==> src/rtl/core/mm_pkg.sv <==
`timescale 1ns / 1ps

package mm_pkg;

  localparam int MAX_DIM_DEF   = 8;
  localparam int DIM_RESET_VAL = 8;
  localparam int DIM_W         = 4;
  localparam int IDX_W         = 3;
  localparam int REQ_W         = 2;
  localparam int VAL_W         = 32;
  localparam int ACC_W         = 64;
  localparam int FRAC_W        = 16;
  localparam int CFG_IDX_W     = 2;

  // Command queue between front and back; depth is a power of two so the
  // pointers wrap on their own.
  localparam int QUEUE_DEPTH = 2;
  localparam int QPTR_W      = $clog2(QUEUE_DEPTH);
  localparam int QCNT_W      = $clog2(QUEUE_DEPTH + 1);

  localparam logic signed [ACC_W-1:0] Q_MAX = 64'sh0000_0000_7FFF_FFFF;
  localparam logic signed [ACC_W-1:0] Q_MIN = 64'shFFFF_FFFF_8000_0000;

  typedef enum logic [REQ_W-1:0] {
    REQ_LOAD_LEFT  = 2'd0,
    REQ_LOAD_RIGHT = 2'd1,
    REQ_READ       = 2'd2
  } req_t;

  typedef enum logic [CFG_IDX_W-1:0] {
    CFG_LEFT_ROWS  = 2'd0,
    CFG_INNER_SIZE = 2'd1,
    CFG_RIGHT_COLS = 2'd2
  } cfg_reg_t;

  typedef enum logic [1:0] {
    BK_IDLE,
    BK_ISSUE,
    BK_WAIT,
    BK_DONE
  } bk_state_t;

  typedef struct packed {
    req_t             op;
    logic [IDX_W-1:0] row;
    logic [IDX_W-1:0] col;
    logic [VAL_W-1:0] value;
    logic [DIM_W-1:0] terms;
  } cmd_t;

  typedef struct packed {
    logic [DIM_W-1:0] left_rows;
    logic [DIM_W-1:0] inner_size;
    logic [DIM_W-1:0] right_cols;
  } dims_t;

  typedef struct packed {
    logic [QCNT_W-1:0] count;
    logic              full;
    logic              empty;
  } q_stat_t;

  typedef struct packed {
    logic idle;
    logic done;
  } bk_stat_t;

  // Zero acts as one, anything above the store size acts as the store size.
  function automatic logic [DIM_W-1:0] clamp_dim(input logic [DIM_W-1:0] v,
                                                 input int max_dim);
    logic [DIM_W-1:0] r;
    if (v == '0) begin
      r = DIM_W'(1);
    end else if (int'(v) > max_dim) begin
      r = DIM_W'(max_dim);
    end else begin
      r = v;
    end
    return r;
  endfunction

endpackage

==> src/rtl/core/mm_queue.sv <==
`timescale 1ns / 1ps

module mm_queue (
  input  logic            clk,
  input  logic            rst_n,
  input  logic            push,
  input  mm_pkg::cmd_t    cmd_in,
  input  logic            pop,
  output mm_pkg::cmd_t    cmd_out,
  output mm_pkg::q_stat_t stat
);
  import mm_pkg::*;

  cmd_t              entries [QUEUE_DEPTH];
  logic [QPTR_W-1:0] wr_ptr_r, wr_ptr_nxt;
  logic [QPTR_W-1:0] rd_ptr_r, rd_ptr_nxt;
  logic [QCNT_W-1:0] count_r, count_nxt;

  always_comb begin
    wr_ptr_nxt = push ? QPTR_W'(wr_ptr_r + 1'b1) : wr_ptr_r;
    rd_ptr_nxt = pop  ? QPTR_W'(rd_ptr_r + 1'b1) : rd_ptr_r;
    count_nxt  = count_r;
    if (push && !pop) begin
      count_nxt = QCNT_W'(count_r + 1'b1);
    end else if (!push && pop) begin
      count_nxt = QCNT_W'(count_r - 1'b1);
    end
  end

  always_ff @(posedge clk) begin
    if (!rst_n) begin
      wr_ptr_r <= '0;
      rd_ptr_r <= '0;
      count_r  <= '0;
    end else begin
      wr_ptr_r <= wr_ptr_nxt;
      rd_ptr_r <= rd_ptr_nxt;
      count_r  <= count_nxt;
    end
  end

  always_ff @(posedge clk) begin
    if (push) begin
      entries[wr_ptr_r] <= cmd_in;
    end
  end

  assign cmd_out    = entries[rd_ptr_r];
  assign stat.count = count_r;
  assign stat.full  = (count_r == QCNT_W'(QUEUE_DEPTH));
  assign stat.empty = (count_r == '0);

endmodule

==> config.mk <==
export PLATFORM = sky130hd
export DESIGN_NAME = mm_queue
export DESIGN_NICKNAME = d
export VERILOG_FILES = /design/src/rtl/core/mm_pkg.sv /design/src/rtl/core/mm_queue.sv
export SDC_FILE = /design/constraint.sdc
export NUM_CORES = 1
export LEC_CHECK = 0
export BUFFER_PORTS_ARGS = -buffer_cell sky130_fd_sc_hd__buf_2
export CAP_MARGIN = 20
export CORE_MARGIN = 2
export CORE_UTILIZATION = 40
export DETAILED_ROUTE_END_ITERATION = 10
export GPL_TIMING_DRIVEN = 0
export PLACE_DENSITY = 0.66
export SETUP_SLACK_MARGIN = 0.05
export SLEW_MARGIN = 20
export SYNTH_ARGS = -nofsm -noshare
export SYNTH_HDL_FRONTEND = slang
export SYNTH_SLANG_ARGS = --single-unit
==> constraint.sdc <==
create_clock -name clk -period 3 [get_ports clk]
set_input_delay 0.6 -clock clk [delete_from_list [all_inputs] [get_ports clk]]
set_output_delay 0.6 -clock clk [all_outputs]
set_load 0.005 [all_outputs]
==> results by group <==
Worst setup path
  – Startpoint types: flip-flop
  – CP endpoint kind: output pin
  – Reg2reg start: wr_ptr_r
  – Critical path arrival: approximately 1.6 ns
  – CP required: about 2.4 ns
  – Reg2reg end: entries[1][6]
  – Largest fanout on the critical path: 10
  – Cells on worst reg2reg path: 1
  – Setup CP Type: flip-flop to output pin
  – R2R Setup Slk: 1.65 ns

CTS
  – CTS resizes: 0
  – # hold bufs at CTS: 0
  – Root Buffer Master: clkbuf_8
  – Skew-Pair Late Insertion Delay: 0.34 ns
  – Number of clock sinks: 93
  – Longest Clk Path Bufs: 2
  – Post-CTS setup buffer count: 0
  – Clk slew on worst S/H paths: 0.09 ns
  – H-tree depth: 3
  – CTS tree: yes
  – Clock buffer count from CTS: 9

Die
  – Die Width: 96.09 um
  – Ports: between 90 and 100
  – Initial core utilization: 0.4128
  – Core area: 8217 um^2
  – Die height: ~96 um
  – FP Rows: 33
  – DIE AREA: 9232 um^2

Finish
  – Layout cell share with drive strength beyond 1: 0.5993
  – Diodes inserted: 0
  – Filler cells: 715
  – Net count, final: 316
  – Utilization after layout: 0.5208
  – Area growth syn-to-layout: 26.15%

Routing
  – Drt wl/cell: 15.14 um
  – Post-DRT Antenna Nets: 0
  – Post-DR vias/cell: between 4 and 5
  – Drt initial violations: 43
  – # DRC: 0
  – DR vias: roughly 1700
  – Initial DRT Pass Iterations: 3
  – Post-Route WL: 5707 um

Timing
  – Unrepaired setup endpoints after global routing: false
  – Rel. slew slack: 0.5866
  – Final Max Tran Viols: 0
  – Final Cycle Share: 0.7209
  – Setup Skew: 0.005653 ns
  – Final min period: 2.163 ns
  – Final worst setup slack: 0.8372 ns
  – Final setup violation count: 0
  – Worst slew pin tran: 0.6201 ns
  – Hold Violations, Final: 0
  – Max Clk Rate: 462.4 MHz

Logic synthesis
  – Number of synthesized register bits: 93
  – Post-synth cell types: 17
  – Syn Nets: 208
  – Syn Inst Count: 159
  – Syn Std Cell Area: 3392 um^2
  – Register area share after synthesis: 0.8086
  – Syn_area_per_cell: 21.33 um^2
  – Yosys Warn Count: 0

Place
  – DP HPWL: ~3800 um
  – Pre-CTS WS: 1.184 ns
  – Placer Congestion: approximately 0.66
  – IO Port Bufs: 95

Power
  – Clk pwr share: 0.330
  – Sw Share: 0.2088
  – Internal: around 2.1 mW
  – Comb pwr share: 0.107
  – Switching power: 0.5612 mW
  – Pwr dens: around 630 nW/um^2
  – Seq pwr share: 0.563
  – Maximum vdd drop: between 200 and 300 uV
  – Pleak: roughly 1.6 nW

Min path
  – Hold Crit Class: input port to flip-flop
  – Depth of the worst hold-timing path: 1
  – Hold wc startpoint: cmd_in[5]
  – Hold Path Sink: entries[1][5]

Run status
  – Status: finished, final reports clean

Global routing
  – First-pass GRT wire length: around 8300 um
  – Total Routing Usage GR: 0.1237
  – Gr ovfl total: 0
  – Initial antenna violation count: 0
  – Vias in the first global route: 1785
  – Largest net degree at the start of global routing: 45

Run
  – Max Cap Violations: 0
## kinds of logic after synthesis
logic type / Yosys count / synth area share
flip-flops: 93 / 0.8086
multiplexers: 44 / 0.1461
AND/OR/NAND/NOR: 9 / 0.01660
buffers and inverters: 6 / 0.01143
AO/OA/AOI/OAI: 3 / 0.005902
XOR/XNOR: 3 / 0.007748
adder cells (fa/ha/maj): 1 / 0.003688
## layout by cell type, fill, tap and decap left out
cell / Yosys / final
o21a_1: 1 / 1
buf_2: 1 / 96
and2_4: 0 / 1
clkbuf_8: 0 / 9
edfxtp_1: 88 / 88
a21boi_1: 1 / 1
dfxtp_1: 5 / 5
inv_6: 0 / 1
and2_1: 4 / 3
ha_1: 1 / 1
buf_16: 0 / 2
inv_1: 1 / 1
bufinv_16: 0 / 2
and2b_2: 1 / 1
xor2_1: 2 / 2
nor2b_4: 0 / 1
clkbuf_1: 0 / 2
clkinvlp_4: 0 / 2
mux2_2: 44 / 44
xnor2_1: 1 / 1
o21ai_0: 1 / 1
nor2b_1: 2 / 1
nor2_1: 1 / 1
buf_4: 4 / 4
or3_1: 1 / 1
## routing by layer
metal  vias up  track usage  routed length [um]
li1        832            -                   -
met1       838       0.1449                2484
met2        66       0.2101                2756
met3         7      0.03524                 399
met4         0      0.05714                  66
met5         -            0                   0
## metrics by stage
step / std cells / area, um^2 / TNS, ns / hold WS [ns] / total power, mW
after floorplan: 159 / 3395 / 0 / 0.4945 / 1.689
after global placement: 359 / 4001 / -2.956 / 0.5001 / 1.820
after detailed placement: 361 / 4064 / 0 / 0.5248 / 1.840
after CTS: 377 / 4279 / 0 / 0.4171 / 2.728
after global routing: 377 / 4279 / 0 / 0.4226 / 2.797
final: 377 / 4279 / 0 / 0.4385 / 2.688
## critical path, stage by stage, from the launching register on
cell and delay, ns:
dfxtp_1 0.31, buf_2 0.19, buf_4 0.23, mux2_2 0.37, buf_2 0.13
## area by class of cell
type,count,area [um^2],area share
repair buffers,97,530.5,0.1240
inverters,1,3.754,0.0008772
clock inverters,5,83.83,0.01959
flip-flops and latches,93,2743,0.6409
well taps,105,131.4,0.03070
clock buffers,11,131.4,0.03070
plain buffers,5,35.03,0.008187
multi-input cells,60,620.6,0.1450
## state kept, by name, summed over array words and instances (netlist names), named ones only
register and flops:
wr_ptr_r 1, rd_ptr_r 1, count_r 2, entries 88
## power groups by stage
stage	clock, mW	sequential, mW	combinational, mW
after CTS	0.916	1.51	0.297
after global placement	0	1.54	0.276
after global routing	0.956	1.52	0.319
final	0.886	1.51	0.288
after floorplan	0	1.54	0.148
after detailed placement	0	1.54	0.295
## synth_stat cells
library cell / n / area [um^2]
xor2_1: 2 / 17.52
buf_4: 4 / 30.03
nor2_1: 1 / 3.750
a21boi_1: 1 / 7.510
xnor2_1: 1 / 8.760
inv_1: 1 / 3.750
nor2b_1: 2 / 12.51
and2_1: 4 / 25.02
and2b_2: 1 / 8.760
ha_1: 1 / 12.51
o21ai_0: 1 / 5.000
mux2_2: 44 / 495.5
o21a_1: 1 / 7.510
edfxtp_1: 88 / 2643
dfxtp_1: 5 / 100.1
or3_1: 1 / 6.260
buf_2: 1 / 5.000
## how the worst max path moves through the flow
stage / start / to / slack, ns
2_1_floorplan: push / entries[0][0] / 0.79
3_3_place_gp: push / entries[0][3] / -0.07
3_5_place_dp: flip-flop / cmd_out[6] / 1.18
4_1_cts: flip-flop / cmd_out[1] / 0.79
5_1_grt: flip-flop / cmd_out[36] / 0.76
6_report: flip-flop / cmd_out[1] / 0.84
No activity file was read; power rests on OpenSTA's default activity.
