[config.mk]
export PLATFORM = sky130hd
export DESIGN_NAME = mm_front
export DESIGN_NICKNAME = d
export VERILOG_FILES = /design/src/rtl/core/mm_pkg.sv /design/src/rtl/core/mm_front.sv
export SDC_FILE = /design/constraint.sdc
export NUM_CORES = 1
export LEC_CHECK = 0
export ABC_CLOCK_PERIOD_IN_PS = 3100
export BUFFER_PORTS_ARGS = -buffer_cell sky130_fd_sc_hd__buf_2
export CAP_MARGIN = 30
export CORE_MARGIN = 10
export CORE_UTILIZATION = 36
export DETAILED_ROUTE_END_ITERATION = 8
export HOLD_SLACK_MARGIN = 0.02
export PLACE_DENSITY = 0.85
export SYNTH_ARGS = -nofsm -noshare
export SYNTH_HDL_FRONTEND = slang
export SYNTH_SLANG_ARGS = --single-unit
[constraint.sdc]
create_clock -name clk -period 3.1 [get_ports clk]
set_input_delay 0.31 -clock clk [delete_from_list [all_inputs] [get_ports clk]]
set_output_delay 0.31 -clock clk [all_outputs]
set_load 0.05 [all_outputs]
[src/rtl/core/mm_pkg.sv]
`timescale 1ns / 1ps

package mm_pkg;

  localparam int MAX_DIM_DEF   = 8;
  localparam int DIM_RESET_VAL = 8;
  localparam int DIM_W         = 4;
  localparam int IDX_W         = 3;
  localparam int REQ_W         = 2;
  localparam int VAL_W         = 32;
  localparam int ACC_W         = 64;
  localparam int FRAC_W        = 16;
  localparam int CFG_IDX_W     = 2;

  // Command queue between front and back; depth is a power of two so the
  // pointers wrap on their own.
  localparam int QUEUE_DEPTH = 2;
  localparam int QPTR_W      = $clog2(QUEUE_DEPTH);
  localparam int QCNT_W      = $clog2(QUEUE_DEPTH + 1);

  localparam logic signed [ACC_W-1:0] Q_MAX = 64'sh0000_0000_7FFF_FFFF;
  localparam logic signed [ACC_W-1:0] Q_MIN = 64'shFFFF_FFFF_8000_0000;

  typedef enum logic [REQ_W-1:0] {
    REQ_LOAD_LEFT  = 2'd0,
    REQ_LOAD_RIGHT = 2'd1,
    REQ_READ       = 2'd2
  } req_t;

  typedef enum logic [CFG_IDX_W-1:0] {
    CFG_LEFT_ROWS  = 2'd0,
    CFG_INNER_SIZE = 2'd1,
    CFG_RIGHT_COLS = 2'd2
  } cfg_reg_t;

  typedef enum logic [1:0] {
    BK_IDLE,
    BK_ISSUE,
    BK_WAIT,
    BK_DONE
  } bk_state_t;

  typedef struct packed {
    req_t             op;
    logic [IDX_W-1:0] row;
    logic [IDX_W-1:0] col;
    logic [VAL_W-1:0] value;
    logic [DIM_W-1:0] terms;
  } cmd_t;

  typedef struct packed {
    logic [DIM_W-1:0] left_rows;
    logic [DIM_W-1:0] inner_size;
    logic [DIM_W-1:0] right_cols;
  } dims_t;

  typedef struct packed {
    logic [QCNT_W-1:0] count;
    logic              full;
    logic              empty;
  } q_stat_t;

  typedef struct packed {
    logic idle;
    logic done;
  } bk_stat_t;

  // Zero acts as one, anything above the store size acts as the store size.
  function automatic logic [DIM_W-1:0] clamp_dim(input logic [DIM_W-1:0] v,
                                                 input int max_dim);
    logic [DIM_W-1:0] r;
    if (v == '0) begin
      r = DIM_W'(1);
    end else if (int'(v) > max_dim) begin
      r = DIM_W'(max_dim);
    end else begin
      r = v;
    end
    return r;
  endfunction

endpackage

[src/rtl/core/mm_front.sv]
`timescale 1ns / 1ps

module mm_front #(
  parameter int MAX_DIM = mm_pkg::MAX_DIM_DEF
) (
  input  logic                           clk,
  input  logic                           rst_n,
  input  logic                           cfg_valid,
  output logic                           cfg_ready,
  input  logic [mm_pkg::CFG_IDX_W-1:0]   cfg_index,
  input  logic [mm_pkg::DIM_W-1:0]       cfg_data,
  input  logic                           in_valid,
  output logic                           in_stall,
  input  logic [mm_pkg::REQ_W-1:0]       in_req_type,
  input  logic [mm_pkg::IDX_W-1:0]       in_row_index,
  input  logic [mm_pkg::IDX_W-1:0]       in_col_index,
  input  logic signed [mm_pkg::VAL_W-1:0] in_elem_value,
  input  logic                           q_full,
  output logic                           cmd_push,
  output mm_pkg::cmd_t                   cmd,
  output mm_pkg::dims_t                  dims
);
  import mm_pkg::*;

  localparam logic [DIM_W-1:0] DIM_RST =
    DIM_W'((DIM_RESET_VAL > MAX_DIM) ? MAX_DIM : DIM_RESET_VAL);

  dims_t dims_r, dims_nxt;
  logic  keep;

  assign cfg_ready = 1'b1;

  always_comb begin
    dims_nxt = dims_r;
    if (cfg_valid && cfg_ready) begin
      case (cfg_index)
        CFG_LEFT_ROWS:  dims_nxt.left_rows  = clamp_dim(cfg_data, MAX_DIM);
        CFG_INNER_SIZE: dims_nxt.inner_size = clamp_dim(cfg_data, MAX_DIM);
        CFG_RIGHT_COLS: dims_nxt.right_cols = clamp_dim(cfg_data, MAX_DIM);
        default: ;
      endcase
    end
  end

  always_ff @(posedge clk) begin
    if (!rst_n) begin
      dims_r <= '{left_rows: DIM_RST, inner_size: DIM_RST, right_cols: DIM_RST};
    end else begin
      dims_r <= dims_nxt;
    end
  end

  // Drop loads outside the store, reads outside the product, unused codes.
  always_comb begin
    case (in_req_type)
      REQ_LOAD_LEFT, REQ_LOAD_RIGHT: begin
        keep = (int'(in_row_index) < MAX_DIM) && (int'(in_col_index) < MAX_DIM);
      end
      REQ_READ: begin
        keep = ({1'b0, in_row_index} < dims_r.left_rows) &&
               ({1'b0, in_col_index} < dims_r.right_cols);
      end
      default: keep = 1'b0;
    endcase
  end

  assign in_stall  = q_full;
  assign cmd_push  = in_valid && !q_full && keep;
  assign cmd.op    = req_t'(in_req_type);
  assign cmd.row   = in_row_index;
  assign cmd.col   = in_col_index;
  assign cmd.value = in_elem_value;
  assign cmd.terms = dims_r.inner_size;
  assign dims      = dims_r;

endmodule

==> reports/metrics.csv, run 1 <==
metric,value,unit
Via Count,675,
Finished Layout Cells,148,
Inst Count DP,144,
crit start category,flop,
nets,174,
sequential share of the synthesized area,0.2481,
post-CTS setup buffers,0,
Core ar.,0.002522,mm²
vias in the first global route,706,
WL final,1996,µm
ANT nets after route,0,
hold-fix buffers at CTS,0,
grt met1 use,0.07020,
Area after DPL,877.1,µm²
initial antenna violation count,0,
Ys Warns,0,
busiest grt layer,met2,
share of cells above drive strength 1,0.4237,
Hold Slack,0.2920,ns
Max IR drop VDD,0.2058,mV
Ports,110,
P_leak,0.4679,nW
DRT Pass-1 Iters,2,
final hold viol count,0,
Place WS,1.326,ns
# diodes,0,
CP arrival,1.67,ns
Setup Skew,0,ns
Tcrit/Tclk final,0.6393,
M2 GR Usage,0.1147,
Worst EP required,2.79,ns
max-cap viol count,0,
Final WS setup,1.118,ns
1st-iter DRT viols,12,
routed wire length per instance,13.49,µm
DP HPWL,1722,µm
Die Span Y,71.87,µm
# rows,18,
largest net degree at the start of global routing,13,
cell area power density,421.8,mW/mm²
area grow syn2layout,-5.685,%
die area,0.005165,mm²
Yosys top cell by area,buf_4,
Min-Delay Path Class,primary input to flop,
crit path max fanout,2,
status,completed,
Pins Over Slew Limit,0,
Netlist Area Pre-Place,968.4,µm²
DR DRC count,0,
PostCTS Resize Cnt,0,
Syn Nets,172,
CTS Buffer Depth,2,
first-pass GRT wire length,3187,µm
Final GP Congestion,0.6947,
largest cells by area after synthesis,"buf_4 36%, dfxtp_1 25%, nor2b_1 7.1%",
WS Path Type,flop to primary output,
clock tree sinks,12,
H-tree depth,1,
"CTS clk-pin slew, worst paths",0.07,ns
setup TNS,0,ns
clock buffer count from CTS,3,
drt via density,4.561,
design area,913.4,µm²
Global Route met3 Usage,0.06198,
CTS tree,done,
residual overflow from global routing,0,
Tmin final,1.982,ns
Port Buf Inserts,44,
clk_lat worst skew,0.27,ns
FMAX,0.5046,GHz
root buffer cell,clkbuf_4,
die width,71.87,µm
RSZ-0062 raised after global routing,no,
Final Setup Violations,0,
Starting Density,0.3839,
all-layer global routing usage,0.07600,
synth unique cells,20,
CP endpoint kind,primary output,
number of synthesized register bits,12,
Post-Synthesis Cells,117,
Yosys top cell area share,0.3566,
synthesized area per cell,8.277,µm²
area by class of cell:
type,count,area (µm²)
Fill cell,282,1609
Multi-Input combinational cell,51,352.8
Sequential cell,12,240.2
Timing Repair Buffer,44,220.2
Tap cell,30,37.54
Clock buffer,4,36.28
Inverter,7,26.28
sequential cells by signal, summed over array words and instances, names as in the netlist:
register	cells
cmd	4
dims	8
metrics by stage:
step	total power [W]	util
after floorplan	0.0003575	-
after global placement	0.0002664	0.3477
after detailed placement	0.0002674	0.3477
after CTS	0.0003937	0.3621
after global routing	0.0004089	0.3621
final	0.0003853	0.3621
power breakdown:
group / internal, W / switching, W / leakage (nW)
sequential: 0.000158 / 0.00000245 / 0.0974
clock: 0.0000714 / 0.0000515 / 0.0210
combinational: 0.0000300 / 0.0000718 / 0.350
path summary, 6_finish.rpt:
check / startpoint / to / slack, ns / cells past startpoint
hold / removal: rst_n / dims[3] / 0.29 / 2
hold reg to reg: cmd[3] / cmd[3] / 0.50 / 2
setup / recovery: dims[10] / cmd_push / 1.12 / 6
setup reg to reg: dims[10] / dims[10] / 2.39 / 4
worst max-delay path, stage by stage (launching register included):
cell      delay [ns]
dfxtp_1         0.33
inv_1           0.06
ha_1            0.17
a221oi_1        0.27
o21ai_0         0.14
a21oi_1         0.15
buf_2           0.28
cells in the mapped netlist (all sizes together):
library cell / n
o311ai: 1
inv: 7
o211ai: 1
clkbuf: 1
a221oi: 1
nor3b: 1
nor2b: 11
a21oi: 7
nor3: 2
mux2i: 6
nand3b: 2
nand2: 6
nor2: 3
buf: 46
nand2b: 2
dfxtp: 12
o21ba: 1
ha: 4
conb: 1
o21ai: 2
metal layers:
metal  up-vias  wire length, µm
li1        332                -
met1       281              732
met2        44              810
met3        18              387
met4         0               65
met5         -                0
cells by family after synthesis:
family                     after synthesis  synth area share
AOI/OAI and AO/OA                       13           0.08269
other                                    1          0.003872
DFF                                     12            0.2481
muxes                                    6           0.06202
buffers and inverters                   54            0.3876
adders and majority gates                4           0.05168
and+or+nand+nor                         27            0.1641
cells in the final DEF, fill, tap and decap left out:
cell      instances
nand2b_1          2
mux2i_1           6
a221oi_1          1
a21oi_1           7
clkbuf_8          1
o211ai_1          1
buf_2            44
o311ai_0          1
nor3_1            2
nand3b_1          2
conb_1            1
clkbuf_4          3
nor2b_1          11
inv_1             7
o21ba_2           1
nor3b_4           1
nor2_1            3
dfxtp_1          12
nand2_1           6
o21ai_0           2
ha_1              4
(Power assumes the default switching activity.)
==> run 2, diff against run 1 <==
- ABC_AREA: default -> 1
- ABC_CLOCK_PERIOD_IN_PS: 3100 -> 1600
- CORE_UTILIZATION: 36 -> 30
- PLACE_DENSITY: 0.85 -> 0.75
- clock period: 3.1 -> 1.6 ns (I/O delays scaled with it)
==> run 2 against run 1 <==
Sequential cell count did not move. Final cell count increased by 21%. Sequential power up 100%. Wire length is 12% higher. Core utilization is 2.7 points lower. Highest routed layer unchanged. Global-route usage is 0.17 points lower. Clock-buffer cell count is 1 lower.
==> reports/metrics.csv, run 2 <==
metric,value,unit,change
status,completed,,
Ys Warns,0,,unchanged
hold worst-path end,dims[11],,
Yosys top cell by area,buf_4,,
Min-Delay Path Class,primary input to flop,,
number of synthesized register bits,12,,unchanged
routed wire length per instance,12.46,µm,-7.6%
post-layout util,0.3354,,-0.02674
Syn Nets,187,,+8.7%
CP endpoint kind,primary output,,
max reg flops,8,,unchanged
slowest CP cell,dfxtp_2,,
DR DRC count,0,,unchanged
initial antenna violation count,0,,unchanged
sequential share of the synthesized area,0.2458,,-0.002223
max-cap viol count,0,,unchanged
Final Setup Violations,0,,unchanged
largest cells by area after synthesis,"buf_4 35%, dfxtp_1 25%, inv_1 6.1%",,
hold-fix buffers at CTS,0,,unchanged
CP dominant cell by count,nand2_1,,
Int Power,0.0004831,W,+86%
r2r endpoint,dims[9],,
largest net degree at the start of global routing,13,,unchanged
power after layout,0.0007961,W,+110%
Final GP Congestion,0.6969,,+0.32%
Tmin final,1.571,ns,
Sequential Power Share,0.410,,-0.007
Tcrit/Tclk final,0.9819,,
synth unique cells,20,,unchanged
most frequent cells in the layout,"43 x buf_2, 11 x inv_1, 9 x inv_2, 9 x nand2_1",,
"most common cell after layout, fill and taps aside",buf_2,,
Netlist Area Pre-Place,977.2,µm²,+0.90%
Multi-input gate area,385.4,µm²,+9.2%
nets,192,,+10%
ys async rst share,0,,unchanged
share of cells above drive strength 1,0.5704,,+0.1466
die area,0.005940,mm²,+15%
Core ar.,0.003078,mm²,+22%
synthesized area per cell,7.403,µm²,-11%
Ports,110,,unchanged
H-tree depth,1,,unchanged
Port Buf Inserts,44,,unchanged
fillcell total,339,,+20%
WS Path Type,flop to primary output,,
CTS Buffer Depth,2,,unchanged
"CTS clk-pin slew, worst paths",0.07,ns,about the same
area grow syn2layout,5.634,%,
drt via density,4.179,,-8.4%
Pins Over Slew Limit,0,,unchanged
Starting Density,0.3175,,-0.06645
CTS tree,done,,
cell area power density,771.3,mW/mm²,+83%
R2R depth,3,,-1
Die Span Y,77.07,µm,+7.2%
first-pass GRT wire length,3698,µm,+16%
Via Count,748,,+11%
Switching Power,0.0003130,W,+150%
residual overflow from global routing,0,,unchanged
Post-synth EDFFs,0,,unchanged
crit start category,flop,,
final hold viol count,0,,unchanged
Post-synth top cells,"46 x buf_4, 16 x inv_1, 12 x dfxtp_1, 12 x nand2_1, 9 x a21oi_1",,
worst min-delay path startpoint,rst_n,,
most frequent cell after synthesis,buf_4,,
Worst EP required,1.44,ns,-1.35 ns
# diodes,0,,unchanged
CP arrival,1.41,ns,-0.26 ns
# rows,20,,+2
clock buffer count from CTS,3,,unchanged
CP Cell Sequence,inv_2 > ha_4 > nand2_1 > nand2_1 > nand2_1 > nand3_2 > a21oi_4 > buf_6,,
root buffer cell,clkbuf_4,,
FMAX,0.6365,GHz,
Switching Fraction,0.3932,,+0.06676
ANT nets after route,0,,unchanged
DRT Pass-1 Iters,2,,unchanged
Post-Synthesis Cells,132,,+13%
DP HPWL,1860,µm,+8.0%
P_leak,0.5355,nW,+14%
R2R Path Start,dims[9],,
Clock Power Share,0.227,,-0.092
Max IR drop VDD,0.2479,mV,+20%
Yosys top cell area share,0.3534,,-0.003196
"reg-to-reg slack, setup",0.83,ns,-1.56 ns
1st-iter DRT viols,5,,-7
Slowest Stage Delay on Critical Path,0.34,ns,about the same
clock tree sinks,12,,unchanged
ys flop type,dfxtp_1,,
Worst Setup SP,dims[1],,
FF/Latch Area,245.2,µm²,+2.1%
clk_lat worst skew,0.27,ns,about the same
worst hold stages,2,,unchanged
RSZ-0062 raised after global routing,yes,,
Setup Skew,0,ns,unchanged
die width,77.07,µm,+7.2%
WL final,2230,µm,+12%
vias in the first global route,807,,+14%
all-layer global routing usage,0.07426,,-0.001744
crit path max fanout,2,,unchanged
logic gate share of total power,0.363,,+0.099
==> run 2: cell types whose count changed in the layout (fill, tap and decap cells not counted), sizes merged, moves of 2 or more <==
cell and delta:
inv +13, nor2b -11, o21ai +9, mux2i -6
nand2 +6, nor2 +4, buf +3, a21oi +2
nand2b -2, nand3 +2, nand3b -2, o211ai +2
==> run 2: through the flow <==
stage / setup TNS [ns] / cells / setup WS (ns) / area, µm² / hold WS [ns]
after floorplan: 0 / 132 / 0.002223 / 993.5 / 0.2943
after global placement: 0 / 173 / 0.1707 / 918.4 / 0.3203
after detailed placement: 0 / 173 / 0.1417 / 918.4 / 0.3203
after CTS: -0.02790 / 178 / -0.02790 / 992.2 / 0.1782
after global routing: -0.05413 / 179 / -0.05413 / 1032 / 0.1782
final: 0 / 179 / 0.02895 / 1032 / 0.1805
==> run 2: how the worst max path moves through the flow <==
stage	endpoint	slack [ns]	depth (start not counted)
after floorplan	cmd_push	0.002	7
after global placement	cmd_push	0.17	8
after detailed placement	cmd_push	0.14	8
after CTS	cmd_push	-0.03	8
after global routing	cmd_push	-0.05	8
final	cmd_push	0.03	8
==> run 2: repair_timing <==
action	in CTS	in global routing
gates cloned	0	0
setup buffers	2	1
endpoints found under the setup margin	1	1
pin swaps	9	11
gates resized for setup	8	7
==> run 2: metal layers <==
metal / global-route usage / up-vias / share of wire / wire length [µm]
li1: - / 375 / - / -
met1: 0.07403 / 326 / 0.41 / 922
met5: 0 / - / 0 / 0
met4: 0.04015 / 0 / 0.016 / 35
met3: 0.05478 / 9 / 0.16 / 366
met2: 0.1113 / 38 / 0.41 / 906
==> run 2: logic make-up (layout without fill, tap and decap cells) <==
logic type               count (synthesis)  after routing  synth area share
buffers and inverters                   67             70            0.4353
AND/OR/NAND/NOR                         24             24            0.1204
AO/OA/AOI/OAI                           24             24            0.1434
adder cells (fa/ha/maj)                  4              4           0.05122
other                                    1              1          0.003838
flip-flops                              12             12            0.2458
==> run 2: power by group through the flow <==
stage,combinational (W),clock [W],sequential [W]
final,0.000289,0.000180,0.000326
after global routing,0.000314,0.000206,0.000329
after CTS,0.000281,0.000185,0.000327
after detailed placement,0.000268,0,0.000333
after global placement,0.000266,0,0.000333
after floorplan,0.000379,0,0.000385
==> run 2: area by class of cell <==
class / count / area share
Sequential cell: 12 / 0.2376
Tap cell: 44 / 0.05333
Timing Repair Buffer: 47 / 0.2412
Multi-Input combinational cell: 53 / 0.3733
Inverter: 20 / 0.07273
Clock buffer: 3 / 0.02182
==> run 2: worst max-delay path, delay by kind of cell, from the launching register on <==
kind,cells,cell delay (ns)
buffers and inverters,2,0.21
flip-flops,1,0.34
AND/OR/NAND/NOR,4,0.27
AO/OA/AOI/OAI,1,0.13
adder cells (fa/ha/maj),1,0.20
==> run 3, diff against run 2 <==
- ABC_CLOCK_PERIOD_IN_PS: 1600 -> 1700
- CORE_UTILIZATION: 30 -> 34
- MAX_ROUTING_LAYER: default -> met4
- PLACE_DENSITY: 0.75 -> 0.81
- clock period: 1.6 -> 1.7 ns (I/O delays scaled with it)
==> run 3 against run 2 <==
Global-route usage fell by 0.086 points. Non-clock buffer count did not move. Critical path depth did not move. Sequential share of layout area rose by 0.38 points. Largest cell class unchanged.
==> reports/metrics.csv, run 3 (synthesis gave the netlist of run 2 again) <==
metric,value,unit,change
Ports,110,,unchanged
DP HPWL,1788,µm,-3.9%
nets,192,,unchanged
FMAX,0.6126,GHz,
Final Setup Violations,0,,unchanged
CP arrival,1.46,ns,+0.05 ns
residual overflow from global routing,0,,unchanged
CTS tree,done,,
Switching Power,0.0002982,W,-4.7%
clock tree sinks,12,,unchanged
Tcrit/Tclk final,0.9602,,
Sequential Power Share,0.408,,-0.002
routed wire length per instance,12.79,µm,+2.7%
Min-Delay Path Class,primary input to flop,,
max-cap viol count,0,,unchanged
area grow syn2layout,3.969,%,
"CTS clk-pin slew, worst paths",0.07,ns,about the same
Setup Skew,0,ns,unchanged
ANT nets after route,0,,unchanged
Final GP Congestion,0.7478,,+7.3%
slowest CP cell,dfxtp_2,,
WL final,2123,µm,-4.8%
# rows,19,,-5.0%
status,completed,,
DR DRC count,0,,unchanged
Place WS,0.2337,ns,+0.09205 ns
share of cells above drive strength 1,0.5630,,-0.007407
CP endpoint kind,primary output,,
CP dominant cell by count,nand2_2,,
CP Cell Sequence,inv_2 > ha_4 > nand2_2 > nand2_2 > nand2_2 > nand3_2 > a21oi_4 > buf_6,,
vias in the first global route,705,,-13%
power after layout,0.0007521,W,-5.5%
final hold viol count,0,,unchanged
all-layer global routing usage,0.07340,,-0.0008564
largest net degree at the start of global routing,13,,unchanged
Tmin final,1.632,ns,
Die Span Y,73.61,µm,-4.5%
"most common cell after layout, fill and taps aside",buf_2,,
initial antenna violation count,0,,unchanged
hold-fix buffers at CTS,0,,unchanged
Switching Fraction,0.3965,,+0.003275
first-pass GRT wire length,3070,µm,-17%
Final WS setup,0.06758,ns,+0.03864 ns
crit path max fanout,3,,+1
Starting Density,0.3544,,+0.03688
Port Buf Inserts,44,,unchanged
Pins Over Slew Limit,0,,unchanged
Worst EP required,1.53,ns,+0.09 ns
die width,73.61,µm,-4.5%
drt via density,4.410,,+5.5%
P_leak,0.5366,nW,+0.19%
Via Count,732,,-2.1%
Clock Power Share,0.232,,+0.005
max reg flops,8,,unchanged
setup TNS,0,ns,unchanged
cell area power density,740.3,mW/mm²,-4.0%
Slowest Stage Delay on Critical Path,0.34,ns,about the same
Hold Slack,0.1816,ns,+0.001061 ns
WS Path Type,flop to primary output,,
H-tree depth,1,,unchanged
DRT Pass-1 Iters,4,,+2
clk_lat worst skew,0.27,ns,about the same
Int Power,0.0004539,W,-6.0%
most frequent cells in the layout,"43 x buf_2, 12 x inv_1, 9 x nand2_1",,
Core ar.,0.002758,mm²,-10%
RSZ-0062 raised after global routing,yes,,
die area,0.005418,mm²,-8.8%
crit start category,flop,,
logic gate share of total power,0.360,,-0.003
clock buffer count from CTS,3,,unchanged
1st-iter DRT viols,8,,+3
CTS Buffer Depth,2,,unchanged
Max IR drop VDD,0.4083,mV,+65%
root buffer cell,clkbuf_4,,
# diodes,0,,unchanged
-- run 3: path summary, 6_finish.rpt --
check | startpoint | endpoint | slack, ns | depth (start not counted)
min reg2reg | dims[10] | dims[10] | 0.49 | 2
max reg2reg | dims[9] | dims[9] | 0.91 | 3
min | rst_n | cmd[3] | 0.18 | 2
max | dims[1] | cmd_push | 0.07 | 8
-- run 3: timing repair --
item	in CTS	in global routing
endpoints found under the setup margin	1	1
pin swaps	0	12
gates resized for setup	2	12
setup buffers	0	3
-- run 3: critical path: cells and delay by family (launching register included) --
family / cells / cell delay [ns]
AOI/OAI and AO/OA: 1 / 0.16
adders and majority gates: 1 / 0.22
buffers and inverters: 2 / 0.22
DFF: 1 / 0.34
and+or+nand+nor: 4 / 0.25
-- run 3: cell type report --
cell class,instances,area (µm²)
inverters,20,75.07
flip-flops and latches,12,245.2
well taps,31,38.79
repair buffers,47,249.0
fillers,298,1742
multi-input cells,53,385.4
clock buffers,3,22.52
-- run 3: power groups by stage --
stage / sequential, W / clock [W] / combinational, W
5_1_grt: 0.000309 / 0.000195 / 0.000295
6_report: 0.000307 / 0.000174 / 0.000271
3_5_place_dp: 0.000313 / 0 / 0.000253
2_1_floorplan: 0.000363 / 0 / 0.000357
4_1_cts: 0.000307 / 0.000183 / 0.000255
3_3_place_gp: 0.000313 / 0 / 0.000249
-- run 3: routing by layer --
layer / vias to the layer above / share of wire / wire, µm / GRT usage
met3: 4 / 0.14 / 301 / 0.03903
met1: 318 / 0.41 / 861 / 0.07610
met2: 37 / 0.45 / 947 / 0.1127
met4: 0 / 0.0061 / 13 / 0.03313
li1: 373 / - / - / -
met5: - / 0 / 0 / -
-- run 3: through the flow --
| stage | instances | utilization | cell area, µm² |
|---|---|---|---|
| after floorplan | 132 | - | 993.5 |
| after global placement | 160 | 0.3271 | 902.1 |
| after detailed placement | 160 | 0.3271 | 902.1 |
| after CTS | 163 | 0.3376 | 930.9 |
| after global routing | 166 | 0.3684 | 1016 |
| final | 166 | 0.3684 | 1016 |
